<file path="config.mk">
export PLATFORM = sky130hd
export DESIGN_NAME = integer_power_by_squaring_top_flat
export DESIGN_NICKNAME = d
export VERILOG_FILES = /design/src/hdl/ipow_pkg.sv /design/src/hdl/ipow_in_if.sv /design/src/hdl/ipow_out_if.sv /design/src/hdl/ipow_mul.sv /design/src/hdl/integer_power_by_squaring_top.sv /design/src/flat_wrapper.sv
export SDC_FILE = /design/constraint.sdc
export NUM_CORES = 2
export LEC_CHECK = 0
export BUFFER_PORTS_ARGS = -buffer_cell sky130_fd_sc_hd__buf_2
export CAP_MARGIN = 10
export CORE_MARGIN = 5
export CORE_UTILIZATION = 35
export CTS_BUF_LIST = sky130_fd_sc_hd__clkbuf_16
export DETAILED_ROUTE_END_ITERATION = 10
export SLEW_MARGIN = 0
export SYNTH_ARGS = -nofsm -noshare
export SYNTH_HDL_FRONTEND = slang
export SYNTH_SLANG_ARGS = --single-unit
</file>
<file path="constraint.sdc">
create_clock -name clk -period 15.6 [get_ports clk]
set_input_delay 1.56 -clock clk [delete_from_list [all_inputs] [get_ports clk]]
set_output_delay 1.56 -clock clk [all_outputs]
set_load 0.05 [all_outputs]
</file>
<file path="src/hdl/ipow_pkg.sv">
package ipow_pkg;

	localparam int WORD_W = 64;

	typedef logic signed [WORD_W-1:0] word_t;

endpackage

</file>
<file path="src/hdl/ipow_in_if.sv">
interface ipow_in_if;
	import ipow_pkg::*;

	logic  valid;
	logic  ready;
	word_t base;
	word_t exponent;

	modport source (output valid, output base, output exponent, input ready);
	modport sink (input valid, input base, input exponent, output ready);

endinterface

</file>
<file path="src/hdl/ipow_out_if.sv">
interface ipow_out_if;
	import ipow_pkg::*;

	logic  valid;
	logic  ready;
	word_t power_result;

	modport source (output valid, output power_result, input ready);
	modport sink (input valid, input power_result, output ready);

endinterface

</file>
<file path="src/hdl/ipow_mul.sv">
module ipow_mul #(
	parameter int W = 32
) (
	input  logic           clk,
	input  logic [W-1:0]   a,
	input  logic [W-1:0]   b,
	output logic [2*W-1:0] p_q
);

	always_ff @(posedge clk) begin
		p_q <= {{W{1'b0}}, a} * {{W{1'b0}}, b};
	end

endmodule

</file>
<file path="src/hdl/integer_power_by_squaring_top.sv">
// A nonzero exponent is scanned past the leading zeros of its magnitude; then, for each bit
// below the leading one, the accumulator is squared and, if the bit is set, multiplied by the
// base. A zero exponent, or a negative one with a base other than 1 or -1, skips both. Each
// product runs in phases P0 to P3 on one shared half-width multiplier. One request at a time;
// the next request is taken while the previous result still waits at the output register.
// Reset: arst_n clears the sequencer and the output valid at once.
module integer_power_by_squaring_top #(
	parameter int DATA_WIDTH = 64
) (
	input  logic       clk,
	input  logic       arst_n,
	ipow_in_if.sink    args,
	ipow_out_if.source power
);
	import ipow_pkg::*;

	localparam int HW    = (DATA_WIDTH + 1) / 2;
	localparam int LW    = DATA_WIDTH - HW;
	localparam int CNT_W = $clog2(DATA_WIDTH + 1);

	typedef enum logic [1:0] {S_IDLE, S_SCAN, S_MUL, S_DONE} state_t;
	typedef enum logic [1:0] {P0, P1, P2, P3} phase_t;
	typedef enum logic {OP_SQR, OP_BASE} op_t;

	state_t                        state_q;
	phase_t                        ph_q;
	op_t                           op_q;
	logic        [CNT_W-1:0]       cnt_q;
	logic        [DATA_WIDTH-1:0]  mag_q;
	logic        [DATA_WIDTH-1:0]  b_q;
	logic        [DATA_WIDTH-1:0]  acc_q;
	logic        [DATA_WIDTH-1:0]  sum_q;
	logic        [LW-1:0]          cross_q;
	logic signed [DATA_WIDTH-1:0]  out_q;
	logic                          out_valid_q;

	logic [DATA_WIDTH-1:0] b_in;
	logic [DATA_WIDTH-1:0] e_in;
	logic [DATA_WIDTH-1:0] y;
	logic [HW-1:0]         xl, xh, yl, yh;
	logic [HW-1:0]         mul_a, mul_b;
	logic [2*HW-1:0]       prod_q;
	logic [DATA_WIDTH-1:0] prod_word;
	logic                  out_load;

	assign b_in = args.base[DATA_WIDTH-1:0];
	assign e_in = args.exponent[DATA_WIDTH-1:0];

	assign y  = (op_q == OP_SQR) ? acc_q : b_q;
	assign xl = acc_q[HW-1:0];
	assign xh = HW'(acc_q[DATA_WIDTH-1:HW]);
	assign yl = y[HW-1:0];
	assign yh = HW'(y[DATA_WIDTH-1:HW]);

	always_comb begin
		case (ph_q)
			P1: begin
				mul_a = xh;
				mul_b = yl;
			end
			P2: begin
				mul_a = xl;
				mul_b = yh;
			end
			default: begin
				mul_a = xl;
				mul_b = yl;
			end
		endcase
	end

	ipow_mul #(.W(HW)) u_mul (
		.clk (clk),
		.a   (mul_a),
		.b   (mul_b),
		.p_q (prod_q)
	);

	assign prod_word = sum_q + {LW'(cross_q + prod_q[LW-1:0]), {HW{1'b0}}};

	assign out_load = (state_q == S_DONE) && (!out_valid_q || power.ready);

	assign args.ready         = (state_q == S_IDLE);
	assign power.valid        = out_valid_q;
	assign power.power_result = WORD_W'(out_q);

	always_ff @(posedge clk or negedge arst_n) begin
		if (!arst_n) begin
			state_q     <= S_IDLE;
			ph_q        <= P0;
			op_q        <= OP_SQR;
			cnt_q       <= '0;
			mag_q       <= '0;
			b_q         <= '0;
			acc_q       <= '0;
			sum_q       <= '0;
			cross_q     <= '0;
			out_q       <= '0;
			out_valid_q <= 1'b0;
		end else begin
			if (out_load) begin
				out_valid_q <= 1'b1;
			end else if (out_valid_q && power.ready) begin
				out_valid_q <= 1'b0;
			end
			case (state_q)
				S_IDLE: begin
					if (args.valid) begin
						b_q   <= b_in;
						cnt_q <= CNT_W'(DATA_WIDTH);
						if (e_in == '0) begin
							acc_q   <= DATA_WIDTH'(1);
							state_q <= S_DONE;
						end else if (e_in[DATA_WIDTH-1] && (b_in != DATA_WIDTH'(1)) && !(&b_in)) begin
							acc_q   <= '0;
							state_q <= S_DONE;
						end else begin
							mag_q   <= e_in[DATA_WIDTH-1] ? (~e_in + 1'b1) : e_in;
							state_q <= S_SCAN;
						end
					end
				end
				S_SCAN: begin
					mag_q <= {mag_q[DATA_WIDTH-2:0], 1'b0};
					cnt_q <= cnt_q - 1'b1;
					if (mag_q[DATA_WIDTH-1]) begin
						acc_q <= b_q;
						op_q  <= OP_SQR;
						ph_q  <= P0;
						if (cnt_q == CNT_W'(1)) begin
							state_q <= S_DONE;
						end else begin
							state_q <= S_MUL;
						end
					end
				end
				S_MUL: begin
					case (ph_q)
						P0: ph_q <= P1;
						P1: begin
							sum_q <= prod_q[DATA_WIDTH-1:0];
							ph_q  <= P2;
						end
						P2: begin
							cross_q <= prod_q[LW-1:0];
							ph_q    <= P3;
						end
						default: begin
							acc_q <= prod_word;
							ph_q  <= P0;
							if (op_q == OP_SQR && mag_q[DATA_WIDTH-1]) begin
								op_q <= OP_BASE;
							end else begin
								op_q  <= OP_SQR;
								mag_q <= {mag_q[DATA_WIDTH-2:0], 1'b0};
								cnt_q <= cnt_q - 1'b1;
								if (cnt_q == CNT_W'(1)) begin
									state_q <= S_DONE;
								end
							end
						end
					endcase
				end
				S_DONE: begin
					if (out_load) begin
						out_q   <= acc_q;
						state_q <= S_IDLE;
					end
				end
				default: state_q <= S_IDLE;
			endcase
		end
	end

	a_busy_after_req: assert property (@(posedge clk) disable iff (!arst_n)
		args.valid && args.ready |=> !args.ready)
		else $error("request taken while a request is in progress");

	a_scan_nonzero: assert property (@(posedge clk) disable iff (!arst_n)
		state_q == S_SCAN |-> mag_q != '0)
		else $error("leading-zero scan on an empty magnitude");

	a_base_on_set_bit: assert property (@(posedge clk) disable iff (!arst_n)
		state_q == S_MUL && op_q == OP_BASE |-> mag_q[DATA_WIDTH-1])
		else $error("base multiply on a clear exponent bit");

	a_cnt_live: assert property (@(posedge clk) disable iff (!arst_n)
		state_q == S_SCAN || state_q == S_MUL |-> cnt_q != '0)
		else $error("bit counter underflow");

endmodule
</file>
<file path="src/flat_wrapper.sv">
// flat-port wrapper written by rule: the top's interface ports become plain ports
module integer_power_by_squaring_top_flat import ipow_pkg::*;
#(
	parameter int DATA_WIDTH = 64
)
  (clk, arst_n, args_valid, args_base, args_exponent, args_ready, power_valid, power_power_result, power_ready);
  ipow_in_if args_i ();
  ipow_out_if power_i ();
  input  logic clk;
  input  logic arst_n;
  input wire logic [$bits(args_i.valid)-1:0] args_valid;
  input wire logic [$bits(args_i.base)-1:0] args_base;
  input wire logic [$bits(args_i.exponent)-1:0] args_exponent;
  output wire logic [$bits(args_i.ready)-1:0] args_ready;
  output wire logic [$bits(power_i.valid)-1:0] power_valid;
  output wire logic [$bits(power_i.power_result)-1:0] power_power_result;
  input wire logic [$bits(power_i.ready)-1:0] power_ready;
  assign args_i.valid = args_valid;
  assign args_i.base = args_base;
  assign args_i.exponent = args_exponent;
  assign args_ready = args_i.ready;
  assign power_valid = power_i.valid;
  assign power_power_result = power_i.power_result;
  assign power_i.ready = power_ready;
  integer_power_by_squaring_top #(.DATA_WIDTH(DATA_WIDTH)) u_core (.clk(clk), .arst_n(arst_n), .args(args_i), .power(power_i));
endmodule
</file>
# After elaboration in Yosys (flattened, before gate mapping)
# Cells that the tools add are included.
[op_classes] add_sub_neg=4 multipliers=1 n_eq_ne=16 n_mux=39 bitwise=2 n_reduce_logical=26
[op_table] operator="$mux W64" count=12
[op_table] operator="$pmux W64 S3" count=2
[op_table] operator="$add A64 B1 Y64 const B" count=1
[op_table] operator="$add A64 B64 Y64" count=1
[op_table] operator="$logic_not A64 Y1" count=1
[op_table] operator="$mul A32 B32 Y64" count=1
[op_table] operator="$mux W32" count=2
[op_table] operator="$ne A64 B1 Y1 const B" count=1
[op_table] operator="$not A64 Y64" count=1
[op_table] operator="$reduce_and A64 Y1" count=1
[op_table] operator="$add A32 B32 Y32" count=1
[op_table] operator="$mux W7" count=3
[op_table] operator="$pmux W7 S3" count=1
[op_table] operator="$mux W2" count=9
[op_table] operator="$reduce_and A6 Y1" count=2
[op_table] operator="$ne A2 B2 Y1 const B" count=5
[op_table] operator="$reduce_and A2 Y1" count=5
[op_table] operator="$pmux W2 S4" count=1
[op_table] operator="$eq A7 B1 Y1 const B" count=1
[op_table] operator="$sub A7 B1 Y7 const B" count=1
[op_table] operator="$eq A2 B2 Y1 const B" count=3
[op_table] operator="$mux W1" count=6
[op_table] operator="$ne A2 B1 Y1 const B" count=3
[op_table] operator="$pmux W2 S3" count=1
[op_table] operator="15 further kinds" count=23
[word_totals] ff_bits=429 inputBits=132 out_inout_bits=66 wordCells=100

# Longest topological paths before layout
[logic_depth] depth_word=7 depth_mapped=38 mapped_depth_nobuf=33

# Modules after synthesis
# Synthesis repeated with hierarchy kept, for this count alone.
[unflattened] cells_unflattened=5713 area_unflattened_um2=55404.4
[by_module_without_submodules] module="ipow_mul" instances=1 cells_per_inst=3757 area_per_inst_um2=34624.5 seq_area_each_um2=1281.2
[by_module_without_submodules] module="integer_power_by_squaring_top" instances=1 cells_per_inst=1956 area_per_inst_um2=20779.9 seq_area_each_um2=9133.8

# Worst setup path after synthesis
# OpenSTA, ideal clock, no wires.
[synth_timing] path_type="reg2reg" from="register u_core.ph_q[0]" to="register u_core.u_mul.p_q[56]" setup_time_ns=0.072 arrival_time_ns=9.094 t_required_ns=15.528 setup_slack_ns=6.434 stages_incl_launch_ff=34 n_path_buf=4 period_less_slack_ns=9.166 cell_sequence="dfrtp_1 > inv_1 > ha_1 > clkbuf_1 > buf_1 > clkbuf_1 > mux2i_1 > nand2_1 > o21ai_1 > clkbuf_1 > nor2_1 > fa_1 > inv_1 > fa_1 > inv_1 > fa_1 > inv_1 > fa_1 > inv_1 > fa_1 > fa_1 > fa_1 > fa_1 > ha_1 > a21o_1 > a221o_1 > a21oi_1 > o22ai_1 > a21o_1 > a2111oi_0 > nor2_1 > a221o_1 > a21oi_1 > xnor2_1"
[synth_between] elab_chain_cells=3 word_cells_on_any_way=5 cone_classes="1 x mul; 2 x eq/ne; 2 x mux"
[synth_rtl] item="start: declaration" line_no="integer_power_by_squaring_top.sv:26" rtl="phase_t ph_q;"
[synth_rtl] item="start signal: assignment" line_no="integer_power_by_squaring_top.sv:90" rtl="ph_q <= P0;"
[synth_rtl] item="start signal: assignment" line_no="integer_power_by_squaring_top.sv:129" rtl="ph_q <= P0;"
[synth_rtl] item="start signal: assignment" line_no="integer_power_by_squaring_top.sv:139" rtl="P0: ph_q <= P1;"
[synth_rtl] item="$eq A2 B1 Y1 or $eq A2 B2 Y1 (tied branches)" line_no="integer_power_by_squaring_top.sv:56" rtl="case (ph_q)"
[synth_rtl] item="$mux W32" line_no="integer_power_by_squaring_top.sv:56"
[synth_rtl] item="$mul A32 B32 Y64 (*)" line_no="ipow_mul.sv:11" rtl="p_q <= {{W{1'b0}}, a} * {{W{1'b0}}, b};"
[synth_rtl] item="end signal: assignment" line_no="ipow_mul.sv:11"
[synth_rtl] item="end: declaration" line_no="ipow_mul.sv:7" rtl="output logic [2*W-1:0] p_q"
# Mark *: on every way between the ends. The rest lies on a longest branch, timed or not.
# A chain may end at the register's enable or synchronous reset.

# Worst setup path after layout
[layout_timing] from="register u_core.ph_q[1]" to="register u_core.u_mul.p_q[62]"
# The elaborated chain is that of the path after synthesis.

==> metrics.cfg <==
[run_status]
outcome=finished clean

[yosys]
synth_area_leader_cell=fa_1
syn_area_um2=54600
syn_nets=7124
synth_edf_count=0
yosys_register_bits=429
netlist_instances=5758
synth-main-ff-cell=dfrtp_1
ys_seq_area_frac=0.191
async_flop_share=0.851
yosysWarningCount=0
ys_types=82
synth_top_cells_by_area=fa_1, dfrtp_1, ha_1
synth.avg_cell_area_um2=9.48
synth_top_area_share=0.329

[floorplanning]
initial_core_util=0.351
num_rows=145
io_pins=198
dieArea_um2=164000
dieHeight_um=405
core_um2=156000
die_w_um=405

[global_routing]
grt_pass1_wl_um=278000
grt_max_degree=149
grt_overflow_total=0
antenna_found_initial=17
grt_usage=0.223
first_global_vias=44100

[drt]
firstDrtPassIters=6
drtIter0Drc=3470
via_per_inst=5.34
drc=0
wl_per_cell_um=23.0
wl_um=182000
vias=42200
ant_nets=0

[clock_tree]
clock-root-buffer=clkbuf_16
cts.sink_count=429
htree_levels=2
insertion_delay_ns=0.63
post_cts_resized=0
ctsHoldBuffers=0
cts_tree=yes
clkTransAtPathRegs_ns=0.07
cts_buffers=46
clk_path_buf_depth=3
post_cts_buffers=0

[flow_run]
drv_cap=0

[worst_setup_path]
crit_path_end=u_core.u_mul.p_q[62]
worstPathArrival_ns=11.00
reg2reg_to=u_core.u_mul.p_q[62]
path_max_fanout=43
startpoint_type=flip-flop
crit_start=u_core.ph_q[1]
crit_required_ns=16.08
reg2reg_slack_ns=5.08
crit_path_end_kind=flip-flop
reg2reg_depth=27
worstReg2RegStart=u_core.ph_q[1]
path_class=reg2reg

[timing]
setup_violations=0
relSlewSlack=0.135
hold_viol=0
timing.final.crit_period_ns=10.52
final_max_slew_viol_count=0
worst_slew_pin_slew_ns=1.30
finalCritPeriodShare=0.674
rsz0062_at_grt=false
worst_hold_slack_ns=0.457
max_freq_ghz=0.0950
fin_setup_tns_ns=0
skew_ns=0.0605

[place]
place_inst=7817
port_buffers=197
place.gp.congestion=0.986
dp_hpwl_um=146000

[cells_and_area]
layout_commonest_cell=inv_1
fin_util=0.383
area_growth_pct=9.12
fin_nets=7173
final_cell_mix=inv_1, fa_1, nor2_1, nand2_1, dfrtp_1
layout-drive-gt1-share=0.136
final_cell_count_no_fill=7905

[power]
p_int_w=0.00491
seqPwrFrac=0.183
p_leak_nw=28.4
p_sw_w=0.00643
combPwrFrac=0.715
vdd_drop_max_mv=0.136
p_sw_frac=0.567
p_per_area_nw_per_um2=190
clkPwrFrac=0.102

[min_path]
hold_class=reg2reg

## per-stage QoR
stage                     setup slack (ns)  instance area, um^2  power (W)
after floorplan                       6.43                54600    0.00700
after global placement                5.37                58000    0.00997
after detailed placement              5.32                58000     0.0100
after CTS                             5.25                59500     0.0113
after global routing                  4.75                59500     0.0121
final                                 5.08                59500     0.0113
## cells in the mapped netlist (6+ instances only)
cell,instances
dfrtp_1,365
o211ai_1,15
nor4_1,29
nor3_1,24
fa_1,898
nor2_1,673
a211oi_1,16
a2111oi_0,6
or3_1,6
a31oi_1,13
o21ai_1,19
or4_1,6
nand3_1,41
dfxtp_1,64
a22oi_1,48
clkbuf_1,264
a21o_1,61
buf_1,18
o41ai_1,16
and3_1,14
mux2i_1,64
xor2_1,96
mux2_2,342
ha_1,336
o31ai_1,66
nand4_1,44
and2_1,29
nor2b_1,15
a21oi_1,139
o21a_1,37
nand2b_1,37
o21ai_0,178
xnor2_1,83
nand2_1,662
o21bai_1,26
or2_2,10
inv_1,901
## state kept, by name, summed over array words and instances (netlist names), 2 cells and up
| register | flops |
|---|---|
| u_core.acc_q | 64 |
| u_core.b_q | 64 |
| u_core.cnt_q | 7 |
| u_core.cross_q | 32 |
| u_core.mag_q | 64 |
| u_core.ph_q | 2 |
| u_core.power.power_result | 64 |
| u_core.state_q | 2 |
| u_core.sum_q | 64 |
| u_core.u_mul.p_q | 64 |
## per-layer routing
metal / global-route usage / share of wire / routed length [um] / up-vias
met1: 0.308 / 0.43 / 77600 / 21900
met3: 0.0453 / 0.084 / 15200 / 317
met5: 0 / 0.00013 / 23 / -
met2: 0.350 / 0.45 / 81700 / 1634
li1: - / - / - / 18400
met4: 0.0783 / 0.041 / 7380 / 4
## power groups by stage
stage / Combinational (W) / Clock, W / Sequential (W)
after floorplan: 0.00504 / 0 / 0.00196
after global placement: 0.00790 / 0 / 0.00207
after detailed placement: 0.00795 / 0 / 0.00208
after CTS: 0.00804 / 0.00117 / 0.00206
after global routing: 0.00876 / 0.00122 / 0.00210
final: 0.00811 / 0.00115 / 0.00208
## cell type report
| type | count | area [um^2] |
|---|---|---|
| Timing Repair Buffer | 290 | 1710 |
| Antenna cell | 2 | 5.00 |
| Tap cell | 2058 | 2570 |
| Clock buffer | 48 | 1200 |
| Inverter | 903 | 3390 |
| Sequential cell | 429 | 10400 |
| Clock inverter | 38 | 354 |
| Multi-Input combinational cell | 4137 | 39900 |
| Fill cell | 15600 | 96100 |
## worst max-delay path: stages, from the launching register on
cell and delay (ns):
dfrtp_1 0.44, inv_1 0.13, ha_4 0.47, buf_4 0.73, mux2i_1 0.62, buf_4 0.33
nor2_1 0.09, fa_1 0.55, inv_1 0.05, fa_1 0.49, fa_1 0.46, fa_1 0.56
inv_1 0.05, fa_1 0.48, fa_1 0.57, fa_1 0.46, fa_1 0.50, ha_1 0.40
a21o_1 0.23, a221o_1 0.36, a21oi_1 0.21, o22ai_1 0.13, a21o_1 0.21, a2111oi_2 0.84
nor2_1 0.26, a41oi_1 0.34, a311oi_1 0.15, xor2_1 0.16
## cell families (layout without fill, tap and decap cells)
family	Yosys count	count (layout)	share of synthesized area
flip-flops	429	429	0.191
buffers and inverters	1192	1279	0.0828
AND/OR/NAND/NOR	1621	1621	0.125
multiplexers	412	412	0.0847
XOR/XNOR	179	179	0.0287
AO/OA/AOI/OAI	691	691	0.0815
other	0	2	0
adder cells (fa/ha/maj)	1234	1234	0.407
## worst min path at each step
stage,startpoint,to,slack (ns),depth (start not counted)
final,u_core.u_mul.p_q[44],u_core.sum_q[44],0.46,1
after global routing,u_core.u_mul.p_q[50],u_core.sum_q[50],0.47,1
after CTS,u_core.u_mul.p_q[33],u_core.sum_q[33],0.46,1
after detailed placement,u_core.u_mul.p_q[33],u_core.sum_q[33],0.45,1
after global placement,u_core.u_mul.p_q[54],u_core.sum_q[54],0.44,1
after floorplan,u_core.u_mul.p_q[32],u_core.sum_q[32],0.44,1
(Power assumes the default switching activity.)
